**src/sv/lldwa_pkg.sv**
```systemverilog
// ----------------------------------------------------------------------------
// lldwa_pkg
// shared widths, codes and types of the least-loaded dispatcher
// ----------------------------------------------------------------------------
`default_nettype none

package lldwa_pkg;

  localparam int CMD_W     = 1;
  localparam int SRC_W     = 16;
  localparam int WID_W     = 4;
  localparam int TAG_W     = 16;
  localparam int STAT_W    = 3;
  localparam int LOAD_W    = 16;
  localparam int CNT_W     = 16;
  localparam int CFG_W     = 5;
  localparam int CFG_IDX_W = 1;

  localparam int DEF_MAX_WORKERS  = 16;
  localparam int DEF_SOURCE_SLOTS = 16;

  localparam logic [CMD_W-1:0] CMD_SUBMIT = 1'b0;
  localparam logic [CMD_W-1:0] CMD_FINISH = 1'b1;

  localparam logic [CFG_IDX_W-1:0] CFG_FIFO_KEEP = 1'b0;
  localparam logic [CFG_IDX_W-1:0] CFG_WORKERS   = 1'b1;

  localparam logic [CFG_W-1:0] WORKERS_RESET = 5'd16;

  typedef enum logic [STAT_W-1:0] {
    ST_AFFINITY  = 3'd0,
    ST_LEAST     = 3'd1,
    ST_FULL      = 3'd2,
    ST_FIN_OK    = 3'd3,
    ST_FIN_UNDER = 3'd4
  } status_t;

  typedef enum logic [2:0] {
    S_CLEAR,
    S_IDLE,
    S_SRC_SCAN,
    S_DECIDE,
    S_LOAD_SCAN,
    S_SRC_WR,
    S_LOAD_RD,
    S_LOAD_WR
  } state_t;

  typedef struct packed {
    logic [SRC_W-1:0] key;
    logic [CNT_W-1:0] pending;
    logic [WID_W-1:0] worker;
  } src_entry_t;

endpackage

`default_nettype wire

```
**src/sv/lldwa_if.sv**
```systemverilog
// ----------------------------------------------------------------------------
// lldwa_if
// valid/ready channels for submit/finish items and dispatch results
// ----------------------------------------------------------------------------
`default_nettype none

interface lldwa_in_if import lldwa_pkg::*; ();
  logic             valid;
  logic             ready;
  logic [CMD_W-1:0] cmd;
  logic [SRC_W-1:0] source_id;
  logic [WID_W-1:0] worker_id;
  logic [TAG_W-1:0] task_tag;

  modport source (output valid, cmd, source_id, worker_id, task_tag, input ready);
  modport sink   (input valid, cmd, source_id, worker_id, task_tag, output ready);
endinterface

interface lldwa_out_if import lldwa_pkg::*; ();
  logic              valid;
  logic              ready;
  logic [WID_W-1:0]  assigned_worker;
  logic [STAT_W-1:0] status;
  logic [TAG_W-1:0]  tag_out;

  modport source (output valid, assigned_worker, status, tag_out, input ready);
  modport sink   (input valid, assigned_worker, status, tag_out, output ready);
endinterface

`default_nettype wire

```
**src/sv/lldwa_load_mem.sv**
```systemverilog
// ----------------------------------------------------------------------------
// lldwa_load_mem
// per-worker pending load memory, one write and one registered read port
// ----------------------------------------------------------------------------
`default_nettype none

module lldwa_load_mem import lldwa_pkg::*; #(
  parameter int DEPTH = DEF_MAX_WORKERS,
  parameter int AW    = 4
) (
  input  wire logic              clk,
  input  wire logic              we,
  input  wire logic [AW-1:0]     waddr,
  input  wire logic [LOAD_W-1:0] wdata,
  input  wire logic [AW-1:0]     raddr,
  output logic      [LOAD_W-1:0] rdata
);

  logic [LOAD_W-1:0] mem_r [DEPTH];
  logic [LOAD_W-1:0] rdata_r;

  always_ff @(posedge clk) begin
    if (we) begin
      mem_r[waddr] <= wdata;
    end
    rdata_r <= mem_r[raddr];
  end

  assign rdata = rdata_r;

endmodule

`default_nettype wire

```
**src/sv/lldwa_src_mem.sv**
```systemverilog
// ----------------------------------------------------------------------------
// lldwa_src_mem
// source affinity table: entry memory plus per-slot valid flags
// ----------------------------------------------------------------------------
`default_nettype none

module lldwa_src_mem import lldwa_pkg::*; #(
  parameter int SLOTS = DEF_SOURCE_SLOTS,
  parameter int AW    = 4
) (
  input  wire logic             clk,
  input  wire logic             rst_n,
  input  wire logic             we,
  input  wire logic [AW-1:0]    waddr,
  input  wire src_entry_t       wdata,
  input  wire logic             wvalid,
  input  wire logic [AW-1:0]    raddr,
  output src_entry_t            rdata,
  output logic      [SLOTS-1:0] valid
);

  src_entry_t       mem_r [SLOTS];
  src_entry_t       rdata_r;
  logic [SLOTS-1:0] valid_r;

  always_ff @(posedge clk) begin
    if (we) begin
      mem_r[waddr] <= wdata;
    end
    rdata_r <= mem_r[raddr];
  end

  always_ff @(posedge clk) begin
    if (!rst_n) begin
      valid_r <= '0;
    end else if (we) begin
      valid_r[waddr] <= wvalid;
    end
  end

  assign rdata = rdata_r;
  assign valid = valid_r;

endmodule

`default_nettype wire

```
**src/sv/least_loaded_dispatch_with_affinity.sv**
```systemverilog
// ----------------------------------------------------------------------------
// least_loaded_dispatch_with_affinity
// task dispatcher: least-loaded worker choice with per-source affinity
// ----------------------------------------------------------------------------
// One item is worked at a time. The source table is searched one slot per
// cycle through its single read port, then the worker's load is read and
// written back; this is the whole path of a finish item or of a submit that
// hits its source's recorded worker. A least-loaded submit adds a scan of the
// load memory over the n active workers (workers_in_use, clamped to
// 1..MAX_WORKERS). After reset a clearing pass zeroes all MAX_WORKERS entries
// of the load memory; no transaction is accepted during it, configuration
// writes are. A finished result may wait on the output while the next item
// is accepted.
// ----------------------------------------------------------------------------
`default_nettype none

module least_loaded_dispatch_with_affinity import lldwa_pkg::*; #(
  parameter int MAX_WORKERS  = DEF_MAX_WORKERS,
  parameter int SOURCE_SLOTS = DEF_SOURCE_SLOTS
) (
  input  wire logic                 clk,
  input  wire logic                 rst_n,
  lldwa_in_if.sink                  in_chan,
  lldwa_out_if.source               out_chan,
  input  wire logic                 cfg_we,
  input  wire logic [CFG_IDX_W-1:0] cfg_idx,
  input  wire logic [CFG_W-1:0]     cfg_wdata
);

  localparam int WAW = (MAX_WORKERS > 1) ? $clog2(MAX_WORKERS) : 1;
  localparam int SAW = (SOURCE_SLOTS > 1) ? $clog2(SOURCE_SLOTS) : 1;
  localparam int SCW = $clog2(SOURCE_SLOTS + 1);

  // configuration
  logic             fifo_keep_r;
  logic [CFG_W-1:0] wiu_r;

  always_ff @(posedge clk) begin
    if (!rst_n) begin
      fifo_keep_r <= 1'b1;
      wiu_r       <= WORKERS_RESET;
    end else if (cfg_we) begin
      unique case (cfg_idx)
        CFG_FIFO_KEEP: fifo_keep_r <= cfg_wdata[0];
        CFG_WORKERS:   wiu_r       <= cfg_wdata;
        default: ;
      endcase
    end
  end

  // active worker count, clamped to 1..MAX_WORKERS
  logic [CFG_W-1:0] n_act;
  always_comb begin
    if (wiu_r == '0) begin
      n_act = CFG_W'(1);
    end else if (32'(wiu_r) > 32'(MAX_WORKERS)) begin
      n_act = CFG_W'(MAX_WORKERS);
    end else begin
      n_act = wiu_r;
    end
  end

  // state and item registers
  state_t           state_r, state_nxt;
  logic [CMD_W-1:0] cmd_r;
  logic [SRC_W-1:0] src_r;
  logic [WID_W-1:0] wid_r;
  logic [TAG_W-1:0] tag_r;

  // source search results
  logic [SCW-1:0]   scan_r, scan_nxt;
  logic             found_r, found_nxt;
  logic [SAW-1:0]   slot_r, slot_nxt;
  logic             free_found_r, free_found_nxt;
  logic [SAW-1:0]   free_r, free_nxt;
  src_entry_t       ent_r, ent_nxt;

  // load scan
  logic [CFG_W-1:0]  lscan_r, lscan_nxt;
  logic [WID_W-1:0]  best_r, best_nxt;
  logic [LOAD_W-1:0] best_load_r, best_load_nxt;

  // decision
  logic [WID_W-1:0] tgt_r, tgt_nxt;
  status_t          status_r, status_nxt;
  logic [WAW-1:0]   clr_r, clr_nxt;

  // output register
  logic              out_valid_r, out_valid_nxt;
  logic [WID_W-1:0]  out_worker_r, out_worker_nxt;
  logic [STAT_W-1:0] out_status_r, out_status_nxt;
  logic [TAG_W-1:0]  out_tag_r, out_tag_nxt;

  // memory ports
  logic              ld_we;
  logic [WAW-1:0]    ld_waddr;
  logic [LOAD_W-1:0] ld_wdata;
  logic [WAW-1:0]    ld_raddr;
  logic [LOAD_W-1:0] ld_rdata;

  logic                    sm_we;
  logic [SAW-1:0]          sm_waddr;
  src_entry_t              sm_wdata;
  logic                    sm_wvalid;
  logic [SAW-1:0]          sm_raddr;
  src_entry_t              sm_rdata;
  logic [SOURCE_SLOTS-1:0] sm_valid;

  lldwa_load_mem #(.DEPTH(MAX_WORKERS), .AW(WAW)) u_load (
    .clk   (clk),
    .we    (ld_we),
    .waddr (ld_waddr),
    .wdata (ld_wdata),
    .raddr (ld_raddr),
    .rdata (ld_rdata)
  );

  lldwa_src_mem #(.SLOTS(SOURCE_SLOTS), .AW(SAW)) u_src (
    .clk    (clk),
    .rst_n  (rst_n),
    .we     (sm_we),
    .waddr  (sm_waddr),
    .wdata  (sm_wdata),
    .wvalid (sm_wvalid),
    .raddr  (sm_raddr),
    .rdata  (sm_rdata),
    .valid  (sm_valid)
  );

  logic             accept;
  logic [SAW-1:0]   ev_slot;
  logic             ev_valid;
  logic [WID_W-1:0] ev_worker;
  logic             tgt_ok;
  logic [CNT_W-1:0] pend_dec;
  logic             out_free;

  assign accept   = in_chan.valid && in_chan.ready;
  assign in_chan.ready = (state_r == S_IDLE);
  assign out_free = !out_valid_r || out_chan.ready;

  // slot evaluated this cycle is the one read in the previous cycle
  assign ev_slot   = SAW'(scan_r - SCW'(1));
  assign ev_valid  = sm_valid[ev_slot];
  assign ev_worker = WID_W'(lscan_r - CFG_W'(1));
  assign tgt_ok    = 32'(tgt_r) < 32'(MAX_WORKERS);
  assign pend_dec  = (ent_r.pending != '0) ? ent_r.pending - CNT_W'(1) : '0;

  always_comb begin
    state_nxt      = state_r;
    scan_nxt       = scan_r;
    found_nxt      = found_r;
    slot_nxt       = slot_r;
    free_found_nxt = free_found_r;
    free_nxt       = free_r;
    ent_nxt        = ent_r;
    lscan_nxt      = lscan_r;
    best_nxt       = best_r;
    best_load_nxt  = best_load_r;
    tgt_nxt        = tgt_r;
    status_nxt     = status_r;
    clr_nxt        = clr_r;
    out_valid_nxt  = out_valid_r && !out_chan.ready;
    out_worker_nxt = out_worker_r;
    out_status_nxt = out_status_r;
    out_tag_nxt    = out_tag_r;

    ld_we     = 1'b0;
    ld_waddr  = WAW'(tgt_r);
    ld_wdata  = '0;
    ld_raddr  = WAW'(tgt_r);
    sm_we     = 1'b0;
    sm_waddr  = slot_r;
    sm_wdata  = '0;
    sm_wvalid = 1'b0;
    sm_raddr  = SAW'(scan_r);

    unique case (state_r)
      S_CLEAR: begin
        // zero the load memory after reset
        ld_we    = 1'b1;
        ld_waddr = clr_r;
        clr_nxt  = clr_r + WAW'(1);
        if (clr_r == WAW'(MAX_WORKERS - 1)) begin
          state_nxt = S_IDLE;
        end
      end

      S_IDLE: begin
        if (accept) begin
          scan_nxt       = '0;
          found_nxt      = 1'b0;
          free_found_nxt = 1'b0;
          state_nxt      = S_SRC_SCAN;
        end
      end

      S_SRC_SCAN: begin
        // first matching slot and first free slot, lowest index wins
        if (scan_r != '0) begin
          if (ev_valid && sm_rdata.key == src_r && !found_r) begin
            found_nxt = 1'b1;
            slot_nxt  = ev_slot;
            ent_nxt   = sm_rdata;
          end
          if (!ev_valid && !free_found_r) begin
            free_found_nxt = 1'b1;
            free_nxt       = ev_slot;
          end
        end
        scan_nxt = scan_r + SCW'(1);
        if (scan_r == SCW'(SOURCE_SLOTS)) begin
          state_nxt = S_DECIDE;
        end
      end

      S_DECIDE: begin
        if (cmd_r == CMD_FINISH) begin
          tgt_nxt    = wid_r;
          status_nxt = ST_FIN_OK;
          if (found_r) begin
            // count down, free the slot when it drains
            sm_we    = 1'b1;
            sm_waddr = slot_r;
            if (pend_dec == '0) begin
              sm_wdata  = '0;
              sm_wvalid = 1'b0;
            end else begin
              sm_wdata.key     = ent_r.key;
              sm_wdata.pending = pend_dec;
              sm_wdata.worker  = ent_r.worker;
              sm_wvalid        = 1'b1;
            end
          end
          state_nxt = S_LOAD_RD;
        end else if (found_r && fifo_keep_r) begin
          // affinity: stay on the recorded worker
          tgt_nxt          = ent_r.worker;
          status_nxt       = ST_AFFINITY;
          sm_we            = 1'b1;
          sm_waddr         = slot_r;
          sm_wdata.key     = ent_r.key;
          sm_wdata.pending = (ent_r.pending != '1) ? ent_r.pending + CNT_W'(1)
                                                   : ent_r.pending;
          sm_wdata.worker  = ent_r.worker;
          sm_wvalid        = 1'b1;
          state_nxt        = S_LOAD_RD;
        end else begin
          lscan_nxt = '0;
          state_nxt = S_LOAD_SCAN;
        end
      end

      S_LOAD_SCAN: begin
        // strict less-than keeps the lowest index on ties
        ld_raddr = WAW'(lscan_r);
        if (lscan_r != '0) begin
          if (lscan_r == CFG_W'(1) || ld_rdata < best_load_r) begin
            best_nxt      = ev_worker;
            best_load_nxt = ld_rdata;
          end
        end
        lscan_nxt = lscan_r + CFG_W'(1);
        if (lscan_r == n_act) begin
          state_nxt = S_SRC_WR;
        end
      end

      S_SRC_WR: begin
        tgt_nxt = best_r;
        if (found_r || free_found_r) begin
          sm_we            = 1'b1;
          sm_waddr         = found_r ? slot_r : free_r;
          sm_wdata.key     = src_r;
          sm_wdata.pending = CNT_W'(1);
          sm_wdata.worker  = best_r;
          sm_wvalid        = 1'b1;
          status_nxt       = ST_LEAST;
        end else begin
          status_nxt = ST_FULL;
        end
        state_nxt = S_LOAD_RD;
      end

      S_LOAD_RD: begin
        state_nxt = S_LOAD_WR;
      end

      S_LOAD_WR: begin
        // load read back, update and present the result
        if (out_free) begin
          out_valid_nxt  = 1'b1;
          out_tag_nxt    = tag_r;
          out_status_nxt = status_r;
          out_worker_nxt = tgt_r;
          if (cmd_r == CMD_FINISH) begin
            out_worker_nxt = '0;
            if (tgt_ok) begin
              if (ld_rdata == '0) begin
                out_status_nxt = ST_FIN_UNDER;
              end else begin
                ld_we    = 1'b1;
                ld_wdata = ld_rdata - LOAD_W'(1);
              end
            end
          end else if (tgt_ok && ld_rdata != '1) begin
            ld_we    = 1'b1;
            ld_wdata = ld_rdata + LOAD_W'(1);
          end
          state_nxt = S_IDLE;
        end
      end

      default: state_nxt = S_IDLE;
    endcase
  end

  always_ff @(posedge clk) begin
    if (!rst_n) begin
      state_r     <= S_CLEAR;
      clr_r       <= '0;
      out_valid_r <= 1'b0;
    end else begin
      state_r     <= state_nxt;
      clr_r       <= clr_nxt;
      out_valid_r <= out_valid_nxt;
    end
  end

  always_ff @(posedge clk) begin
    if (accept) begin
      cmd_r <= in_chan.cmd;
      src_r <= in_chan.source_id;
      wid_r <= in_chan.worker_id;
      tag_r <= in_chan.task_tag;
    end
    scan_r       <= scan_nxt;
    found_r      <= found_nxt;
    slot_r       <= slot_nxt;
    free_found_r <= free_found_nxt;
    free_r       <= free_nxt;
    ent_r        <= ent_nxt;
    lscan_r      <= lscan_nxt;
    best_r       <= best_nxt;
    best_load_r  <= best_load_nxt;
    tgt_r        <= tgt_nxt;
    status_r     <= status_nxt;
    out_worker_r <= out_worker_nxt;
    out_status_r <= out_status_nxt;
    out_tag_r    <= out_tag_nxt;
  end

  assign out_chan.valid           = out_valid_r;
  assign out_chan.assigned_worker = out_worker_r;
  assign out_chan.status          = out_status_r;
  assign out_chan.tag_out         = out_tag_r;

endmodule

`default_nettype wire

```
**src/flat_wrapper.sv**
```systemverilog
// flat-port wrapper written by rule: the top's interface ports become plain ports
module least_loaded_dispatch_with_affinity_flat import lldwa_pkg::*;
#(
  parameter int MAX_WORKERS  = DEF_MAX_WORKERS,
  parameter int SOURCE_SLOTS = DEF_SOURCE_SLOTS
)
  (clk, rst_n, cfg_we, cfg_idx, cfg_wdata, in_chan_valid, in_chan_cmd, in_chan_source_id, in_chan_worker_id, in_chan_task_tag, in_chan_ready, out_chan_valid, out_chan_assigned_worker, out_chan_status, out_chan_tag_out, out_chan_ready);
  lldwa_in_if in_chan_i ();
  lldwa_out_if out_chan_i ();
  input  wire logic clk;
  input  wire logic rst_n;
  input  wire logic cfg_we;
  input  wire logic [CFG_IDX_W-1:0] cfg_idx;
  input  wire logic [CFG_W-1:0] cfg_wdata;
  input wire logic [$bits(in_chan_i.valid)-1:0] in_chan_valid;
  input wire logic [$bits(in_chan_i.cmd)-1:0] in_chan_cmd;
  input wire logic [$bits(in_chan_i.source_id)-1:0] in_chan_source_id;
  input wire logic [$bits(in_chan_i.worker_id)-1:0] in_chan_worker_id;
  input wire logic [$bits(in_chan_i.task_tag)-1:0] in_chan_task_tag;
  output wire logic [$bits(in_chan_i.ready)-1:0] in_chan_ready;
  output wire logic [$bits(out_chan_i.valid)-1:0] out_chan_valid;
  output wire logic [$bits(out_chan_i.assigned_worker)-1:0] out_chan_assigned_worker;
  output wire logic [$bits(out_chan_i.status)-1:0] out_chan_status;
  output wire logic [$bits(out_chan_i.tag_out)-1:0] out_chan_tag_out;
  input wire logic [$bits(out_chan_i.ready)-1:0] out_chan_ready;
  assign in_chan_i.valid = in_chan_valid;
  assign in_chan_i.cmd = in_chan_cmd;
  assign in_chan_i.source_id = in_chan_source_id;
  assign in_chan_i.worker_id = in_chan_worker_id;
  assign in_chan_i.task_tag = in_chan_task_tag;
  assign in_chan_ready = in_chan_i.ready;
  assign out_chan_valid = out_chan_i.valid;
  assign out_chan_assigned_worker = out_chan_i.assigned_worker;
  assign out_chan_status = out_chan_i.status;
  assign out_chan_tag_out = out_chan_i.tag_out;
  assign out_chan_i.ready = out_chan_ready;
  least_loaded_dispatch_with_affinity #(.MAX_WORKERS(MAX_WORKERS), .SOURCE_SLOTS(SOURCE_SLOTS)) u_core (.clk(clk), .rst_n(rst_n), .in_chan(in_chan_i), .out_chan(out_chan_i), .cfg_we(cfg_we), .cfg_idx(cfg_idx), .cfg_wdata(cfg_wdata));
endmodule
```
**config.mk**
```make
export PLATFORM = sky130hd
export DESIGN_NAME = least_loaded_dispatch_with_affinity_flat
export DESIGN_NICKNAME = d
export VERILOG_FILES = /design/src/sv/lldwa_pkg.sv /design/src/sv/lldwa_if.sv /design/src/sv/lldwa_load_mem.sv /design/src/sv/lldwa_src_mem.sv /design/src/sv/least_loaded_dispatch_with_affinity.sv /design/src/flat_wrapper.sv
export SDC_FILE = /design/constraint.sdc
export NUM_CORES = 1
export LEC_CHECK = 0
export BUFFER_PORTS_ARGS = -buffer_cell sky130_fd_sc_hd__buf_2
export CAP_MARGIN = 5
export CELL_PAD_IN_SITES_DETAIL_PLACEMENT = 1
export CELL_PAD_IN_SITES_GLOBAL_PLACEMENT = 2
export CORE_MARGIN = 3
export CORE_UTILIZATION = 50
export DETAILED_ROUTE_END_ITERATION = 10
export PLACE_DENSITY = 0.81
export SYNTH_ARGS = -nofsm -noshare
export SYNTH_HDL_FRONTEND = slang
export SYNTH_SLANG_ARGS = --single-unit
```
**constraint.sdc**
```tcl
create_clock -name clk -period 10.99 [get_ports clk]
set_input_delay 0 -clock clk [delete_from_list [all_inputs] [get_ports clk]]
set_output_delay 0 -clock clk [all_outputs]
set_load 0.005 [all_outputs]
```
; ---- Word level (Yosys, flattened, before mapping)
; Memory sizes are Yosys's and may differ from the RTL's. A register that Yosys moved wholly into a read port is not among the register bits.
; Index checks and enable logic that the tools add are counted.
; W data, S select, Z words.
[classes]
bitwise_logic = 1
eq_ne = 25
n_reduce_logical = 37
n_addsub = 9
magnitude_cmp = 5
mux = 74
[ops]
columns = op, count
row1 = $mux W36, 5
row2 = $mux W16, 7
row3 = $pmux W36 S2, 1
row4 = $add A16 B1 Y16 const B, 2
row5 = $logic_not A16 Y1, 2
row6 = $ne A16 B16 Y1 const B, 2
row7 = $sub A16 B1 Y16 const B, 2
row8 = $mux W3, 10
row9 = $mux W4, 7
row10 = $mux W5, 5
row11 = $mux W1, 24
row12 = $pmux W3 S8, 1
row13 = $pmux W5 S2, 2
row14 = $bwmux W16, 1
row15 = $eq A16 B16 Y1, 1
row16 = $lt A16 B16 Y1, 1
row17 = $reduce_bool A16 Y1, 1
row18 = $ne A2 B1 Y1 const B, 7
row19 = $eq A3 B3 Y1 const B, 4
row20 = $reduce_and A3 Y1, 4
row21 = $add A5 B1 Y5 const B, 2
row22 = $lt A4 B5 Y1 const B, 2
row23 = $pmux W1 S2, 5
row24 = $reduce_and A2 Y1, 5
row25 = other kinds (27), 48
[word_totals]
mem_bits_rw = 832
inputBits = 48
regBits = 173
memories = 2
word_cells = 179
[mem_list]
columns = name, depth, width, read_ports, rd_clocked_by_memory_dff, write_ports, line
row1 = u_core.u_src.mem_r, 16, 36, 1, 1, 1, lldwa_src_mem.sv:22  ; src_entry_t mem_r [SLOTS];
row2 = u_core.u_load.mem_r, 16, 16, 1, 1, 1, lldwa_load_mem.sv:19  ; logic [LOAD_W-1:0] mem_r [DEPTH];

; ---- Longest topological paths before layout
[depth]
depth_word = 8
mapped_depth = 11
mapped_depth_nobuf = 8

; ---- By module
; From an unflattened synthesis, not the netlist that was laid out.
[hier_totals]
cells_unflattened = 2198
hier_area_um2 = 41387.2
[modules_own_cells]
columns = module, seq_area_each_um2, n_inst, cells_per_inst, area_each_um2
row1 = lldwa_src_mem, 18337.6, 1, 1017, 22999.6
row2 = lldwa_load_mem, 8007.7, 1, 432, 10042.1
row3 = least_loaded_dispatch_with_affinity, 4544.4, 1, 749, 8345.5

; ---- Worst setup path after synthesis
; Ideal clock, no wire load.
[synth_timing]
path_type = register to register
start = register u_core.scan_r[0]
end = register u_core.ent_r[0] in the netlist's numbering, enable pin
n_path_buf = 3
arrival_ns = 5.411
required_ns = 10.503
setup_ns = 0.487
slack_ns = 5.092
stages_incl_launch_ff = 10
synth_period_minus_slack_ns = 5.898
cell_sequence = edfxtp_1 clkbuf_1 clkbuf_1 buf_2 inv_1 ha_1 mux4_2 mux4_2 nand3_1 nor3_1
[synth_via]
elab_chain_len = 6
[synth_rtl]
columns = item, line
row1 = start: declaration, least_loaded_dispatch_with_affinity.sv:71  ; logic [SCW-1:0] scan_r, scan_nxt;
row2 = start signal: assignment, least_loaded_dispatch_with_affinity.sv:337  ; scan_r <= scan_nxt;
row3 = $sub A4 B1 Y4, least_loaded_dispatch_with_affinity.sv:143  ; assign ev_slot = SAW'(scan_r - SCW'(1));
row4 = via u_core.ev_slot[0], least_loaded_dispatch_with_affinity.sv:131  ; logic [SAW-1:0] ev_slot;
row5 = $bmux W1 S4, least_loaded_dispatch_with_affinity.sv:144  ; assign ev_valid = sm_valid[ev_slot];
row6 = $mux W1 (implied by the code), least_loaded_dispatch_with_affinity.sv:144
row7 = $logic_and A1 B1 Y1 (2 in a row), least_loaded_dispatch_with_affinity.sv:201  ; if (ev_valid && sm_rdata.key == src_r && !found_r) begin
row8 = $reduce_and A3 Y1 (no source line), --
row9 = end signal: assignment, least_loaded_dispatch_with_affinity.sv:342  ; ent_r <= ent_nxt;
row10 = end: declaration, least_loaded_dispatch_with_affinity.sv:76  ; src_entry_t ent_r, ent_nxt;
; The timed path passes the listed nets, and every way through them passes these cells. The select of a mux whose other input is x is not followed.
; A chain may end at the register's enable or synchronous reset.

==> results.sh <==
export IMPL_clock_sinks=1056
export IMPL_grt_max_degree=149
export IMPL_final_cells=3461
export IMPL_hpwl_mm=54.8
export IMPL_r2r_start="u_core.ent_r[4]"
export IMPL_portBuffers=72
export IMPL_path_max_fanout=25
export IMPL_slew_headroom=0.214
export IMPL_worstMarginPinSlew_ns=1.17
export IMPL_fin_crit_sh=0.365
export IMPL_drt_pass1_iter_count=5
export IMPL_power_total_mw=8.07
export IMPL_hold_class="in2reg"
export IMPL_holdWs_ns=0.0293
export IMPL_vias=21400
export IMPL_yosysWarnings=0
export IMPL_die_y_um=294
export IMPL_max_freq_ghz=0.249
export IMPL_vias_per_cell=6.18
export IMPL_critPathArrivalTime_ns=4.40
export IMPL_critPathCaptureType="register"
export IMPL_h_tree_depth=3
export IMPL_slew_violations=0
export IMPL_synth_area_sq_mm=0.0414
export IMPL_avgSynthCellArea_sq_um=19.6
export IMPL_max_cap_violations=0
export IMPL_start_util=0.510
export IMPL_antenna_found_initial=1
export IMPL_r2r_slack_ns=6.98
export IMPL_grt_first_pass_wirelength_mm=155
export IMPL_seq_area_frac_synth=0.747
export IMPL_drc=0
export IMPL_core_area_sq_mm=0.0812
export IMPL_hold_viol_final=0
export IMPL_clock_skew_final_ns=0.0524
export IMPL_dieArea_sq_mm=0.0862
export IMPL_cts_resized=0
export IMPL_clockBufferDepth=3
export IMPL_grt_total_usage=0.245
export IMPL_overflow=0
export IMPL_final_util=0.584
export IMPL_startpoint_type="register"
export IMPL_diodes=0
export IMPL_synth_nets=2189
export IMPL_nets=2384
export IMPL_rows=104
export IMPL_syn_to_final_growth_pct=14.7
export IMPL_criticalPathCategory="reg2reg"
export IMPL_dp_cells=3201
export IMPL_clock_root_buffer="clkbuf_16"
export IMPL_rsz0062_at_grt="no"
export IMPL_hold_end="u_core.src_r[15]"
export IMPL_reg2reg_depth=9
export IMPL_leakage_nw=14.7
export IMPL_status="finished clean"
export IMPL_cp_required_ns=11.38
export IMPL_cts_tree="yes"
export IMPL_yosysUniqueCellTypes=65
export IMPL_async_flop_share=0
export IMPL_grt_pass1_vias=23100
export IMPL_dieWidth_um=294
export IMPL_syn_inst=2114
export IMPL_setup_violations=0
export IMPL_synth_edff_count=974
export IMPL_synthFlopType="edfxtp_1"
export IMPL_worstHoldStart="in_chan_source_id[15]"
export IMPL_path_clk_slew_ns=0.07
export IMPL_whs_path_depth=2
export IMPL_fin_setup_tns_ns=0
export IMPL_final_antenna_net_count=0
export IMPL_regToRegEndpoint="u_core.u_src.mem_r[10][21]"
export IMPL_synth_seq_cells=1056
export IMPL_cts_buffers=105
export IMPL_period_minus_slack_ns=4.01
export IMPL_pin_count=73
export IMPL_power_density_mw_per_mm2=170
export IMPL_drive_gt1_frac=0.247
export IMPL_wirelength_mm=104
export IMPL_ir_worst_vdd_v=0.000209
export IMPL_drt_initial_drc_count=1947
export IMPL_clock_latency_ns=0.70
export IMPL_gp_congestion=0.850
export IMPL_avgRoutedWirePerCell_um=30.2
per-layer routing:
metal	track usage	vias up	part of all wire
met2	0.433	753	0.52
li1	-	9048	-
met4	0.0672	2	0.025
met3	0.0355	179	0.052
met1	0.322	11400	0.40
met5	0	-	0.00013
repair_timing:
action                                 4_1_cts  5_1_grt
hold buffers                                60        0
buffers inserted                             0        0
endpoints found under the hold margin       67        0
Yosys cell counts, types with 4 or more instances:
master / n / share of area
mux4_2: 249 / 0.14
nor3_1: 37 / 0.0045
a31oi_1: 26 / 0.0039
and4_1: 5 / 0.0011
nand4_1: 16 / 0.0024
o22ai_1: 10 / 0.0015
dfxtp_1: 82 / 0.040
ha_1: 27 / 0.0082
a22o_1: 20 / 0.0042
buf_2: 13 / 0.0016
a211oi_1: 9 / 0.0016
or4_1: 5 / 0.00091
a22oi_1: 33 / 0.0060
a21oi_1: 24 / 0.0029
o31ai_1: 4 / 0.00073
nand2b_1: 10 / 0.0015
and2_1: 9 / 0.0014
nor2b_1: 21 / 0.0032
mux2_2: 7 / 0.0019
or2_2: 8 / 0.0012
nand3_1: 25 / 0.0030
xnor2_1: 40 / 0.0085
mux2i_1: 17 / 0.0041
nand2_1: 69 / 0.0063
xor2_1: 19 / 0.0040
or3_1: 9 / 0.0014
a21o_1: 7 / 0.0013
edfxtp_1: 974 / 0.71
a21boi_0: 8 / 0.0015
clkbuf_1: 74 / 0.0067
buf_1: 15 / 0.0014
nor4_1: 14 / 0.0021
o21ai_0: 44 / 0.0053
nor3b_1: 5 / 0.00091
inv_1: 38 / 0.0034
nor2_1: 94 / 0.0085
critical path, cell delays in order (launching register included):
cell and delay, ns:
edfxtp_1 0.53, inv_1 0.15, ha_1 0.27, or4b_1 0.62, or4_4 0.58, o211ai_2 0.25
nor4_4 0.07, a31oi_4 0.18, buf_4 0.46, a22o_1 0.60
where the power goes:
part / internal, mW / switching [mW] / leakage [nW]
logic: 0.0340 / 0.0411 / 3.79
clock network: 2.09 / 1.54 / 1.73
registers: 4.35 / 0.0105 / 9.22
total: 6.48 / 1.59 / 14.7
cell type report:
class / instances / area (sq um)
Clock buffer: 150 / 2950
Clock inverter: 49 / 597
Fill cell: 7018 / 33700
Inverter: 38 / 143
Multi-Input combinational cell: 916 / 10100
Sequential cell: 1056 / 30900
Tap cell: 1060 / 1330
Timing Repair Buffer: 192 / 1430
logic make-up (layout without fill, tap and decap cells):
group / Yosys count / after routing / synth area share
AO/OA/AOI/OAI: 210 / 210 / 0.0347
XOR/XNOR: 59 / 59 / 0.0125
adder cells (fa/ha/maj): 27 / 27 / 0.00816
buffers and inverters: 142 / 429 / 0.0136
flip-flops: 1056 / 1056 / 0.747
multiplexers: 274 / 274 / 0.142
AND/OR/NAND/NOR: 346 / 346 / 0.0426
sequential cells by signal, indices dropped and copies added (netlist names), 4 cells and up:
signal                           count
u_core.u_load.rdata                 16
u_core.u_load.mem_r                256
u_core.out_chan.tag_out             16
u_core.tgt_r                         4
u_core.wid_r                         4
u_core.u_src.valid                  16
u_core.clr_r                         4
u_core.tag_r                        16
u_core.scan_r                        5
u_core.u_src.mem_r                 576
u_core.src_r                        16
u_core.best_load_r                  16
u_core.ent_r                        36
u_core.free_r                        4
u_core.slot_r                        4
u_core.wiu_r                         5
u_core.lscan_r                       5
u_core.u_src.rdata                  36
u_core.best_r                        4
u_core.out_chan.assigned_worker      4
cell usage in the layout (no fill, tap or decap), drive strengths merged, types with 4 or more instances in the layout:
master and n:
ha 27, a21o 7, nand3 25, clkinv 35, or3 9, xnor2 40, nor3b 5, and4 5
edfxtp 974, a21boi 8, inv 42, a22o 20, and2 9, nor3 37, xor2 19, o31ai 4
a22oi 33, o21ai 44, mux2 7, nor2b 21, bufinv 9, dfxtp 82, and3 4, nand2 69
or4 7, a31oi 27, buf 132, nand2b 10, a21oi 24, nor4 15, a211oi 10, o22ai 10
mux2i 18, mux4 249, or2 8, o211ai 4, nor2 94, clkbuf 150, dlygate4sd3 60, nand4 16
worst max-delay path by stage:
stage | startpoint | endpoint | slack, ns | cells after the start
2_1_floorplan | u_core.scan_r[0] | u_core.ent_r[0] | 5.09 | 9
3_3_place_gp | u_core.ent_r[4] | u_core.u_src.mem_r[5][6] | 7.10 | 8
3_5_place_dp | u_core.ent_r[4] | u_core.u_src.mem_r[8][10] | 6.76 | 8
4_1_cts | u_core.ent_r[4] | u_core.u_src.mem_r[5][6] | 6.75 | 8
6_report | u_core.ent_r[4] | u_core.u_src.mem_r[10][21] | 6.98 | 9
5_1_grt | u_core.ent_r[4] | u_core.u_src.mem_r[9][25] | 6.83 | 9
stage by stage:
step / instance area [sq um] / worst slack [ns]
floorplan: 41400 / 5.09
global placement: 43300 / 7.10
detailed placement: 43300 / 6.76
CTS: 47400 / 6.75
global route: 47400 / 6.83
finish: 47400 / 6.98
Note: power is estimated with default switching activity, not from simulation.
